`config.mk`:
```
export PLATFORM = sky130hd
export DESIGN_NAME = pls_cell
export DESIGN_NICKNAME = d
export VERILOG_FILES = /design/src/rtl/core/pls_pkg.sv /design/src/rtl/core/pls_cell.sv
export SDC_FILE = /design/constraint.sdc
export NUM_CORES = 1
export LEC_CHECK = 0
export ABC_AREA = 1
export BUFFER_PORTS_ARGS = -buffer_cell sky130_fd_sc_hd__clkbuf_2
export CORE_AREA = 2 2 88 90
export DETAILED_ROUTE_END_ITERATION = 8
export DIE_AREA = 0 0 90 92
export GPL_TIMING_DRIVEN = 0
export PLACE_DENSITY = 0.78
export SYNTH_ARGS = -nofsm -noshare
export SYNTH_HDL_FRONTEND = slang
export SYNTH_SLANG_ARGS = --single-unit
```
`constraint.sdc`:
```
create_clock -name clk -period 2.8 [get_ports clk]
set_input_delay 0.28 -clock clk [delete_from_list [all_inputs] [get_ports clk]]
set_output_delay 0.28 -clock clk [all_outputs]
set_load 0.01 [all_outputs]
```
`src/rtl/core/pls_pkg.sv`:
```
package pls_pkg;

  localparam int unsigned DEPTH_DEF = 64;

  localparam int unsigned OP_W     = 4;
  localparam int unsigned POS_W    = 7;
  localparam int unsigned WORD_W   = 32;
  localparam int unsigned COUNT_W  = 7;
  localparam int unsigned STATUS_W = 2;

  typedef enum logic [OP_W-1:0] {
    OP_PREPEND     = 4'd0,
    OP_APPEND      = 4'd1,
    OP_INSERT_AT   = 4'd2,
    OP_REMOVE_HEAD = 4'd3,
    OP_REMOVE_TAIL = 4'd4,
    OP_REMOVE_AT   = 4'd5,
    OP_READ_AT     = 4'd6,
    OP_READ_HEAD   = 4'd7,
    OP_READ_TAIL   = 4'd8,
    OP_CLEAR       = 4'd9
  } op_t;

  typedef enum logic [STATUS_W-1:0] {
    STAT_OK    = 2'd0,
    STAT_EMPTY = 2'd1,
    STAT_RANGE = 2'd2,
    STAT_FULL  = 2'd3
  } status_t;

  // per-cycle command broadcast to every cell
  typedef struct packed {
    logic ins;    // open a gap at the target position
    logic del;    // close the gap at the target position
    logic snap;   // copy data into the read chain
    logic shift;  // move the read chain one cell toward the head
  } cell_ctl_t;

endpackage

```
`src/rtl/core/pls_cell.sv`:
```
module pls_cell #(
  parameter int unsigned IW = 6,
  parameter int unsigned K  = 0
) (
  input  logic                          clk,
  input  pls_pkg::cell_ctl_t            ctl,
  input  logic [IW-1:0]                 at,
  input  logic [pls_pkg::WORD_W-1:0]    word,
  input  logic [pls_pkg::WORD_W-1:0]    left_data,
  input  logic [pls_pkg::WORD_W-1:0]    right_data,
  input  logic [pls_pkg::WORD_W-1:0]    right_pass,
  output logic [pls_pkg::WORD_W-1:0]    data,
  output logic [pls_pkg::WORD_W-1:0]    pass
);

  localparam logic [IW-1:0] MY_IDX = IW'(K);

  logic [pls_pkg::WORD_W-1:0] data_r, data_nxt;
  logic [pls_pkg::WORD_W-1:0] pass_r, pass_nxt;

  always_comb begin
    data_nxt = data_r;
    if (ctl.ins) begin
      if (MY_IDX > at) begin
        data_nxt = left_data;
      end else if (MY_IDX == at) begin
        data_nxt = word;
      end
    end else if (ctl.del) begin
      if (MY_IDX >= at) begin
        data_nxt = right_data;
      end
    end
  end

  always_comb begin
    pass_nxt = pass_r;
    if (ctl.snap) begin
      pass_nxt = data_r;
    end else if (ctl.shift) begin
      pass_nxt = right_pass;
    end
  end

  always_ff @(posedge clk) begin
    data_r <= data_nxt;
    pass_r <= pass_nxt;
  end

  assign data = data_r;
  assign pass = pass_r;

endmodule

```
After elaboration in Yosys (flattened, before gate mapping) --
Cells that the tools add are included.
Storage, ports and cells: register bits 64, latch bits 0, memory bits (writable) 0, ROM bits 0, input bits 139, output and inout port bits 64, memories kept 0
Operators by class: add/subtract/negate cells 0, multiply operators 0, div/mod/pow operators 0, $lt $le $gt $ge 2, equality and inequality tests 1, shift operators 0, muxes and demuxes 7, bitwise logic cells 0, reductions and logical operators 5
Operators by type and width (count):
- 32-bit two-way mux | 7
- 1-bit by 6-bit greater-or-equal comparator with 1-bit output (first input constant) | 1
- 1-bit by 6-bit > comparator with 1-bit output (first input constant) | 1
- 6-bit zero test | 1
- 2-bit nonzero test | 3
- 3-bit by 1-bit inequality test with 1-bit output (second input constant) | 1
- 3-bit AND reduction | 1

Depth between registers and ports, before layout --
Gate-level depths: netlist of the first run.
depth after elaboration 4, mapped depth 5, gate-level depth less buffers 4

Worst setup path after synthesis of the first run --
Ideal clock, no wire load.
path kind input-to-reg, start in ctl[3] (netlist name), end reg data_r, in the netlist data[0] (enable), arrival time 1.898 ns, required time 2.378 ns, path slack 0.481 ns, stages 5, cells stage by stage buf_6 -> inv_8 -> nand2_1 -> nand2_1 -> nor2_1
Between the ends: word-level cells in the longest chain between the ends 2, elaborated cells between the ends (all ways) 4
Ends and longest elaborated chain:
- start: declaration | line pls_cell.sv:6 | input pls_pkg::cell_ctl_t ctl,
- 3-bit by 1-bit inequality test with 1-bit output (no source line) / 2-bit nonzero test (equally long branches)
- 3-bit AND reduction (no source line) (*)
- end signal: assignment | line pls_cell.sv:46 | data_r <= data_nxt;
- end: declaration | line pls_cell.sv:18 | logic [pls_pkg::WORD_W-1:0] data_r, data_nxt;
Mark *: on every way between the ends. The rest lies on a longest branch, timed or not. A chain may end at the register's enable or synchronous reset.

Final worst setup path of the first run --
start in ctl[3] (netlist name), end reg data_r, in the netlist data[26] (enable)
Same word-level chain as after synthesis.

==> results of run 1 <==
-- layout make-up --
cell class	count	share of cell area (%)
sequential	64	46.91
timing repair buffer	168	20.53
clock inverter	6	1.833
clock buffer	9	3.024
tap	102	3.115
inverter	3	0.6414
multi-input combinational	200	19.49
buffer	14	4.459
-- cell usage after synthesis --
cell      instances  area [um^2]
clkbuf_8          5        68.82
nor2_1            4        15.01
inv_8             2        22.52
nand2_2          15        93.84
buf_8             1        15.01
buf_12            1        20.02
buf_6             7        78.83
edfxtp_1         64         1922
or2_1             1        6.260
nand2_1         180        675.7
inv_1             1        3.750
-- sequential cells by signal, indices dropped and copies added (netlist names) --
| name | cells |
|---|---|
| data | 32 |
| pass | 32 |
-- placed cells by master, fill, tap and decap left out, drive strengths merged --
cell / Yosys / final
inv: 3 / 3
or2: 1 / 1
edfxtp: 64 / 64
buf: 9 / 9
bufinv: 0 / 2
clkinv: 0 / 4
nor2: 4 / 4
nand2: 195 / 195
clkbuf: 5 / 182
-- cells by family after synthesis --
family                 after synthesis  share of synthesized area, %
and+or+nand+nor                    200                         27.07
DFF                                 64                         65.78
buffers and inverters               17                         7.152
-- power by group --
| group | switching, mW | total [mW] | internal [mW] |
|---|---|---|---|
| logic | 0.146 | 0.279 | 0.133 |
| clock network | 0.331 | 0.815 | 0.484 |
| registers | 0.0122 | 1.12 | 1.11 |
| total | 0.489 | 2.21 | 1.73 |
-- metrics by stage --
| stage | TNS [ps] | total power [mW] | hold slack, ps | setup slack, ps | util, % |
|---|---|---|---|---|---|
| after floorplan | 0 | 1.280 | 452.8 | 480.7 | - |
| after global placement | -4092 | 1.415 | 525.8 | -130.3 | 52.23 |
| after detailed placement | 0 | 1.424 | 537.7 | 897.9 | 52.34 |
| after CTS | 0 | 2.240 | 193.9 | 1257 | 55.01 |
| after global routing | 0 | 2.313 | 195.9 | 1334 | 55.01 |
| final | 0 | 2.215 | 212.0 | 1473 | 55.01 |
-- final timing paths --
check / start / to / depth (start not counted)
setup / recovery: ctl[3] / data[26] / 5
hold / removal: right_pass[15] / pass[15] / 3
setup reg to reg: data[3] / pass[3] / 2
hold reg to reg: data[26] / pass[26] / 2
-- critical path: stages --
cell and delay, ps:
buf_6 120, inv_8 50, nand2_1 50, nand2_1 70
nor2_4 700
-- routing by layer --
metal / vias to the layer above / track usage, % / routed length, um
li1: 1253 / - / -
met1: 1071 / 19.90 / 2873
met2: 103 / 31.64 / 3833
met3: 13 / 5.670 / 426
met4: 0 / 7.564 / 161
met5: - / 0 / 0
==> summary.md, run 1 <==
| Metric | Value |
|---|---|
| Status | completed |
| Via count | 2440 |
| Area used by multi-input combinational logic | 798.3 um^2 |
| Unrepaired setup endpoints after global routing | false |
| Total Routing Usage GR | 17.89% |
| DR vias/cell | 4.311 |
| N_diodes | 0 |
| Pins Over Slew Limit | 0 |
| Reported max-cap violation count | 0 |
| Setup violators final | 0 |
| Die area | 8280 um^2 |
| Clock skew | 5.707 ps |
| Placed cell count | 551 |
| Largest net degree at the start of global routing | 33 |
| Final wirelength | 7295 um |
| I/O pin count | 203 |
| Routability Congestion | 0.8902 |
| DIE HEIGHT | 92 um |
| Synth Cell Area | 2922 um^2 |
| Die Wd | 90 um |
| Final hold vios | 0 |
| DP HPWL | 5704 um |
| Yosys Warn Count | 0 |
| PostCTS Resize Cnt | 0 |
| Residual DRC | 0 |
| Class of the worst hold path | input port to flop |
| Initial DRC count | 91 |
| Period utilization | 47.39% |
| Dpl cell area | 3897 um^2 |
| Critical Path RT | 2750 ps |
| Maximum buffer depth of the clock tree | 2 |
| IO Port Bufs | 168 |
| Avg Inst Size Synth | 10.40 um^2 |
| IR drop worst, VDD | 0.0002218 V |
| Post-Synthesis Cells | 281 |
| Area Overhead vs Synth | 40.21% |
| FILL cells | 685 |
| NumNets Final | 599 |
| Vias in the first global route | 2387 |
| WS Path Type | input port to flop |
| Row Count | 32 |
| Htree depth | 3 |
| CTS tree | yes |
| Worst-margin pin slew | 913.9 ps |
| Setup Buffers After CTS | 0 |
| CP max FO | 32 |
| Initial core utilization | 39.23% |
| Aggregate global routing overflow | 0 |
| ANT nets after route | 0 |
| Post-Layout Inst Area | 4096 um^2 |
| CP startpoint kind | input port |
| First-pass GRT wire length | 11430 um |
| Layout Cells excl Fill | 566 |
| P per Cell Area | 540.6 nW/um^2 |
| Sequential share of the synthesized area | 65.78% |
| Hold_buf cts | 0 |
| Clk slew on worst S/H paths | 70 ps |
| CTS root buffer | clkbuf_8 |
| Clk sinks | 64 |
| Core area | 7447 um^2 |
| Clk_lat worst skew | 330 ps |
| R2r setup slk | 2000 ps |
| Total CTS buffers | 9 |
| Initial antenna violation count | 0 |
| WP data arrival | 1280 ps |
| WL/cell | 12.89 um |
| Fmax | 753.7 MHz |
| Min Clock Period, post-route | 1327 ps |
| Crit. End Element | flop |
| Leak | 2.101 nW |
| Layout cells sized above 1 | 45.69% |
| Synthesized Nets | 420 |
| Register Area | 1922 um^2 |
| Slew Limit Headroom | 38.93% |
| Unique cell type count in the Yosys netlist | 11 |
| #FFs+latches synth | 64 |
| Drt first pass iters | 4 |
(Power assumes the default switching activity.)
==> run 2, diff against run 1 <==
Settings changed: ABC_AREA 1 to 0, CORE_AREA 2 2 88 90 to 2 2 91 93, DIE_AREA 0 0 90 92 to 0 0 93 95, PLACE_DENSITY 0.78 to 0.74.
Clock period 2.8 ns to 1.1 ns, I/O delays scaled along.
==> run 2 against run 1 <==
Net effect:
- the flow now finishes with violations (setup timing)
- global-route usage fell by 3.9 points
- critical path type unchanged
- combinational power grew 120%
- sequential cell count stayed put
- area after synthesis is 6.5% lower
==> summary.md, run 2 <==
| Metric | Value |
|---|---|
| Status | complete, but fails checks (was completed) |
| Failing checks | setup timing |
| Top cells by area, synth | edfxtp_1, mux2_2, buf_4 (was edfxtp_1, nand2_1, nand2_2) |
| CP max FO | 14 (was 32) |
| Top FF cell, synth | edfxtp_1 (unchanged) |
| WS Path Type | input port to flop (unchanged) |
| Power Total | 5.201 mW (was 2.215 mW) |
| Finished Core Util | 49.86% (was 55.01%) |
| Hold_buf cts | 0 (unchanged) |
| Asr flop ratio synth | 0% (unchanged) |
| Setup violators final | 32 (was 0) |
| DIE HEIGHT | 95 um (was 92 um) |
| Post-Synthesis Cells | 140 (was 281) |
| Reported max-cap violation count | 0 (unchanged) |
| NumNets Final | 463 (was 599) |
| Area Overhead vs Synth | 44.71% (was 40.21%) |
| Die area | 8835 um^2 (was 8280 um^2) |
| Layout Cells excl Fill | 434 (was 566) |
| Class of the worst hold path | input port to flop (unchanged) |
| Top cell type's share of synthesized area | 70.36% (was 65.78%) |
| Vias in the first global route | 1942 (was 2387) |
| Final hold vios | 0 (unchanged) |
| Core area | 7928 um^2 (was 7447 um^2) |
| Avg Inst Size Synth | 19.51 um^2 (was 10.40 um^2) |
| Clk slew on worst S/H paths | 70 ps (about the same) |
| DR vias/cell | 4.359 (was 4.311) |
| #FFs+latches synth | 64 (unchanged) |
| DP HPWL | 4763 um (was 5704 um) |
| Clock skew | 9.330 ps (was 5.707 ps) |
| IO Port Bufs | 168 (unchanged) |
| Slew Limit Headroom | 68.97% (was 38.93%) |
| Clk sinks | 64 (unchanged) |
| Residual DRC | 0 (unchanged) |
| Largest net degree at the start of global routing | 33 (unchanged) |
| WP data arrival | 1200 ps (was 1280 ps) |
| Initial antenna violation count | 0 (unchanged) |
| CTS tree | yes (unchanged) |
| Period utilization | 105.0% |
| CP startpoint kind | input port (unchanged) |
| Leak | 1.722 nW (was 2.101 nW) |
| Critical Path RT | 1140 ps (was 2750 ps) |
| Initial core utilization | 34.45% (was 39.23%) |
| Synth Cell Area | 2731 um^2 (was 2922 um^2) |
| CTS root buffer | clkbuf_8 (unchanged) |
| First-pass GRT wire length | 9294 um (was 11430 um) |
| Fmax | 865.6 MHz |
| Yosys Warn Count | 0 (unchanged) |
| Top-count cell post-synth | edfxtp_1 (was nand2_1) |
| Commonest non-fill, non-tap cell in the layout | clkbuf_2 (was nand2_1) |
| Setup ws final | -55.29 ps (was 1473 ps) |
| Routability Congestion | 0.6740 (was 0.8902) |
| Worst-margin pin slew | 465.4 ps (was 913.9 ps) |
| P per Cell Area | 1316 nW/um^2 (was 540.6 nW/um^2) |
| N_diodes | 0 (unchanged) |
| Hold slack | 63.73 ps (was 212.0 ps) |
| Via count | 1892 (was 2440) |
| Final wirelength | 6287 um (was 7295 um) |
| I/O pin count | 203 (unchanged) |
| ANT nets after route | 0 (unchanged) |
| Aggregate global routing overflow | 0 (unchanged) |
| Synth area leader | edfxtp_1 (unchanged) |
| Unrepaired setup endpoints after global routing | true (was false) |
| IR drop worst, VDD | 0.0005756 V (was 0.0002218 V) |
| Pins Over Slew Limit | 0 (unchanged) |
| Sequential share of the synthesized area | 70.36% (was 65.78%) |
| Row Count | 33 (was 32) |
| Drt first pass iters | 4 (unchanged) |
| Total Routing Usage GR | 14.00% (was 17.89%) |
| Total CTS buffers | 9 (unchanged) |
| Die Wd | 93 um (was 90 um) |
| Unique cell type count in the Yosys netlist | 9 (was 11) |
| Initial DRC count | 38 (was 91) |
| Htree depth | 3 (unchanged) |
| Layout cells sized above 1 | 78.72% (was 45.69%) |
| Post-Layout Inst Area | 3953 um^2 (was 4096 um^2) |
| Maximum buffer depth of the clock tree | 2 (unchanged) |
| EDFF count, synth | 64 (unchanged) |
| Min Clock Period, post-route | 1155 ps |
| Most frequent cells after synthesis | edfxtp_1, mux2_2, buf_4 (was nand2_1, edfxtp_1, nand2_2) |
| Place WS | -539.0 ps (was 897.9 ps) |
| WL/cell | 14.49 um (was 12.89 um) |
| Synthesized Nets | 279 (was 420) |
| Clk_lat worst skew | 330 ps (about the same) |
| Crit. End Element | flop (unchanged) |
| Setup TNS | -1253 ps (was 0 ps) |
| Commonest cells after routing, fill and taps aside | clkbuf_2, edfxtp_1, mux2_2 (was nand2_1, clkbuf_2, edfxtp_1) |
| Placed cell count | 415 (was 551) |
| Dpl cell area | 3737 um^2 (was 3897 um^2) |
==> run 2: logic make-up after synthesis <==
logic type | share of synthesized area, %
flip-flops | 70.36
buffers and inverters | 2.015
AND/OR/NAND/NOR | 1.237
multiplexers | 26.39
==> run 2: area by class of cell <==
cell class                      instances  area (um^2)
Fill cell                             730         3975
Clock buffer                            9        123.9
Clock inverter                          7        48.80
Tap cell                              105        131.4
Multi-Input combinational cell         68        765.7
Sequential cell                        64         1922
Timing Repair Buffer                  173        905.9
Buffer                                  8        55.05
==> run 2: power by group <==
group          switching [mW]  internal (mW)
registers              0.0272           2.81
clock network           0.933          0.811
logic                   0.260          0.361
==> run 2: worst paths after layout <==
check / startpoint / to / cells past startpoint / slack, ps
max: at[2] / data[18] / 5 / -60
min: right_pass[28] / pass[28] / 2 / 60
max reg2reg: data[31] / pass[31] / 1 / 130
min reg2reg: data[28] / pass[28] / 1 / 570
==> run 2: repair_timing <==
action	4_1_cts	5_1_grt
resized for setup	6	0
pin swaps	1	1
cloned	1	0
setup buffers	2	0
endpoints found under the setup margin	29	32
==> run 2: layer usage <==
metal  part of all wire, %  GRT usage [%]  up-vias  routed length, um
met5                     0              0        -                  0
met4                   1.3          6.618        0                 82
met2                    54          25.00       82               3392
met3                   7.1          3.113        6                448
li1                      -              -      916                  -
met1                    38          15.97      888               2364
==> run 2: worst max-delay path: stages <==
cell      delay [ps]
clkbuf_2          80
or4_4            530
nor4_4           150
buf_6            170
buf_12           150
==> run 3, diff against run 2 <==
Settings changed: CELL_PAD_IN_SITES_DETAIL_PLACEMENT set to 1, CELL_PAD_IN_SITES_GLOBAL_PLACEMENT set to 2, CORE_AREA 2 2 91 93 to 2 2 115 117, DIE_AREA 0 0 93 95 to 0 0 117 119, PLACE_DENSITY 0.74 to unset, PLACE_DENSITY_LB_ADDON set to 0.1.
==> run 3 against run 2 <==
Net effect:
- the flow still finishes with violations (setup timing)
- critical endpoint is now data[14]
- combinational power rose by 2%
- largest cell class unchanged
- count of clock-buffer cells in the layout rose by 3
- hold slack improved by 9.0 ps
- sequential cell count did not move
- critical path type unchanged
==> summary.md, run 3 (synthesis results as in run 2) <==
| Metric | Value |
|---|---|
| Reported max-cap violation count | 0 (unchanged) |
| Placed cell count | 486 (was 415) |
| N_diodes | 0 (unchanged) |
| I/O pin count | 203 (unchanged) |
| IR drop worst, VDD | 0.0004517 V (was 0.0005756 V) |
| Hold_buf cts | 0 (unchanged) |
| Commonest non-fill, non-tap cell in the layout | clkbuf_2 (unchanged) |
| Worst Hold End | pass[28] (unchanged) |
| Htree depth | 3 (unchanged) |
| Hold path start | right_pass[28] (unchanged) |
| R2r setup slk | 140 ps (was 130 ps) |
| Core area | 12870 um^2 (was 7928 um^2) |
| Commonest cells after routing, fill and taps aside | clkbuf_2, edfxtp_1, mux2_2 (unchanged) |
| Drt first pass iters | 4 (unchanged) |
| Largest net degree at the start of global routing | 33 (unchanged) |
| Slowest stage cell, crit path | or4_4 (unchanged) |
| Layout Cells excl Fill | 505 (was 434) |
| Hold-critical path depth | 2 (unchanged) |
| CTS root buffer | clkbuf_16 (was clkbuf_8) |
| IO Port Bufs | 168 (unchanged) |
| P per Cell Area | 1440 nW/um^2 (was 1316 nW/um^2) |
| WP buf/inv | 3 (unchanged) |
| Row Count | 42 (was 33) |
| Slew Limit Headroom | 69.30% (was 68.97%) |
| Class of the worst hold path | input port to flop (unchanged) |
| Routability Congestion | 0.6983 (was 0.6740) |
| CP startpoint kind | input port (unchanged) |
| NumNets Final | 465 (was 463) |
| Crit. End Element | flop (unchanged) |
| Crit-path leading delay family | simple AND/OR/NAND/NOR gates (unchanged) |
| Layout cells sized above 1 | 77.81% (was 78.72%) |
| Setup violators final | 32 (unchanged) |
| Pins Over Slew Limit | 0 (unchanged) |
| Die Wd | 117 um (was 93 um) |
| DR vias/cell | 3.903 (was 4.359) |
| Power Total | 5.938 mW (was 5.201 mW) |
| Aggregate global routing overflow | 0 (unchanged) |
| CTS tree | yes (unchanged) |
| Reg2reg start | data[30] (was data[31]) |
| Period utilization | 106.9% (was 105.0%) |
| CP max FO | 13 (was 14) |
| Fmax | 850.8 MHz (was 865.6 MHz) |
| Min Clock Period, post-route | 1175 ps (was 1155 ps) |
| Status | complete, but fails checks (unchanged) |
| Power Internal | 4.665 mW (was 3.981 mW) |
| Failing checks | setup timing (unchanged) |
| Post-Layout Inst Area | 4125 um^2 (was 3953 um^2) |
| Switching Power | 1.273 mW (was 1.220 mW) |
| Flop pwr share | 47.9% (was 54.5%) |
| Leak | 1.770 nW (was 1.722 nW) |
| Initial core utilization | 21.21% (was 34.45%) |
| Critical Path RT | 1140 ps (about the same) |
| Vias in the first global route | 2130 (was 1942) |
| Combinational power share | 10.7% (was 11.9%) |
| Clk_lat worst skew | 330 ps (about the same) |
| Clk slew on worst S/H paths | 50 ps (was 70 ps) |
| Final wirelength | 7893 um (was 6287 um) |
| ANT nets after route | 0 (unchanged) |
| Total Routing Usage GR | 11.61% (was 14.00%) |
| Reg2reg end | pass[30] (was pass[31]) |
| Final hold vios | 0 (unchanged) |
| Clock power frac | 41.4% (was 33.5%) |
| WL/cell | 15.63 um (was 14.49 um) |
| Setup ws final | -75.39 ps (was -55.29 ps) |
| Via count | 1971 (was 1892) |
| Dpl cell area | 3826 um^2 (was 3737 um^2) |
| WS Path Type | input port to flop (unchanged) |
| First-pass GRT wire length | 11650 um (was 9294 um) |
| Clk sinks | 64 (unchanged) |
| DIE HEIGHT | 119 um (was 95 um) |
| Clock skew | 1.365 ps (was 9.330 ps) |
| Worst-margin pin slew | 460.5 ps (was 465.4 ps) |
| Total CTS buffers | 9 (unchanged) |
| Net Sw Frac | 21.44% (was 23.46%) |
| Register-to-Register Path Depth | 1 (unchanged) |
| Residual DRC | 0 (unchanged) |
| WP data arrival | 1210 ps (was 1200 ps) |
| Initial DRC count | 36 (was 38) |
| Area Overhead vs Synth | 51.03% (was 44.71%) |
| CP cell instances | clkbuf_2 -> or4_4 -> nor4_4 -> buf_4 -> buf_12 (was clkbuf_2 -> or4_4 -> nor4_4 -> buf_6 -> buf_12) |
| Initial antenna violation count | 0 (unchanged) |
| Die area | 13920 um^2 (was 8835 um^2) |
| CP max stage delay | 530 ps (about the same) |
| Unrepaired setup endpoints after global routing | true (unchanged) |
| Hold slack | 72.77 ps (was 63.73 ps) |
| DP HPWL | 5861 um (was 4763 um) |
| Maximum buffer depth of the clock tree | 2 (unchanged) |
-- run 3: changes by cell type in the layout (fill, tap and decap cells not counted), sizes merged --
cell / previous run / this run
clkbuf: 177 / 180
clkinvlp: 3 / 0
clkinv: 4 / 2
buf: 13 / 14
or2: 1 / 2
-- run 3: stage by stage --
stage                     util (%)  TNS, ps  setup slack (ps)
final                        32.04    -2144            -75.39
after global routing         32.04    -4384            -145.3
after CTS                    31.99    -5810            -189.7
after detailed placement     29.72   -39370            -853.5
after global placement       29.54   -73690             -1880
after floorplan                  -   -32420             -1013
-- run 3: worst max path at each step --
stage          start       end  slack, ps  depth (start not counted)
5_1_grt        at[2]  data[14]       -150                          5
3_5_place_dp   at[2]  data[14]       -850                          4
4_1_cts        at[2]  data[18]       -190                          5
3_3_place_gp   at[2]  data[19]      -1880                          3
2_1_floorplan  at[2]   data[0]      -1010                          2
6_report       at[2]  data[14]        -80                          5
-- run 3: repair_timing --
| action | 4_1_cts | 5_1_grt |
|---|---|---|
| buffers inserted | 4 | 0 |
| pin swaps | 1 | 2 |
| resized for setup | 4 | 0 |
| endpoints found under the setup margin | 32 | 64 |
| cloned | 0 | 1 |
-- run 3: per-layer routing --
layer | routed length [um] | GRT usage (%) | vias up
li1 | - | - | 925
met1 | 3101 | 13.12 | 935
met2 | 3891 | 18.89 | 100
met3 | 741 | 4.682 | 11
met4 | 159 | 5.515 | 0
met5 | 0 | 0 | -
-- run 3: final cells by class --
cell class	count	area, um^2
plain buffers	8	55.05
fillers	1421	8750
repair buffers	174	910.9
clock inverters	2	8.758
well taps	176	220.2
flip-flops and latches	64	1922
clock buffers	12	236.5
multi-input cells	69	772.0
-- run 3: power groups by stage --
stage / clock, mW / sequential (mW) / combinational, mW
floorplan: 0 / 2.95 / 0.245
global placement: 0 / 2.89 / 0.645
detailed placement: 0 / 2.89 / 0.647
CTS: 2.57 / 2.84 / 0.655
global route: 2.67 / 2.85 / 0.703
finish: 2.46 / 2.84 / 0.635
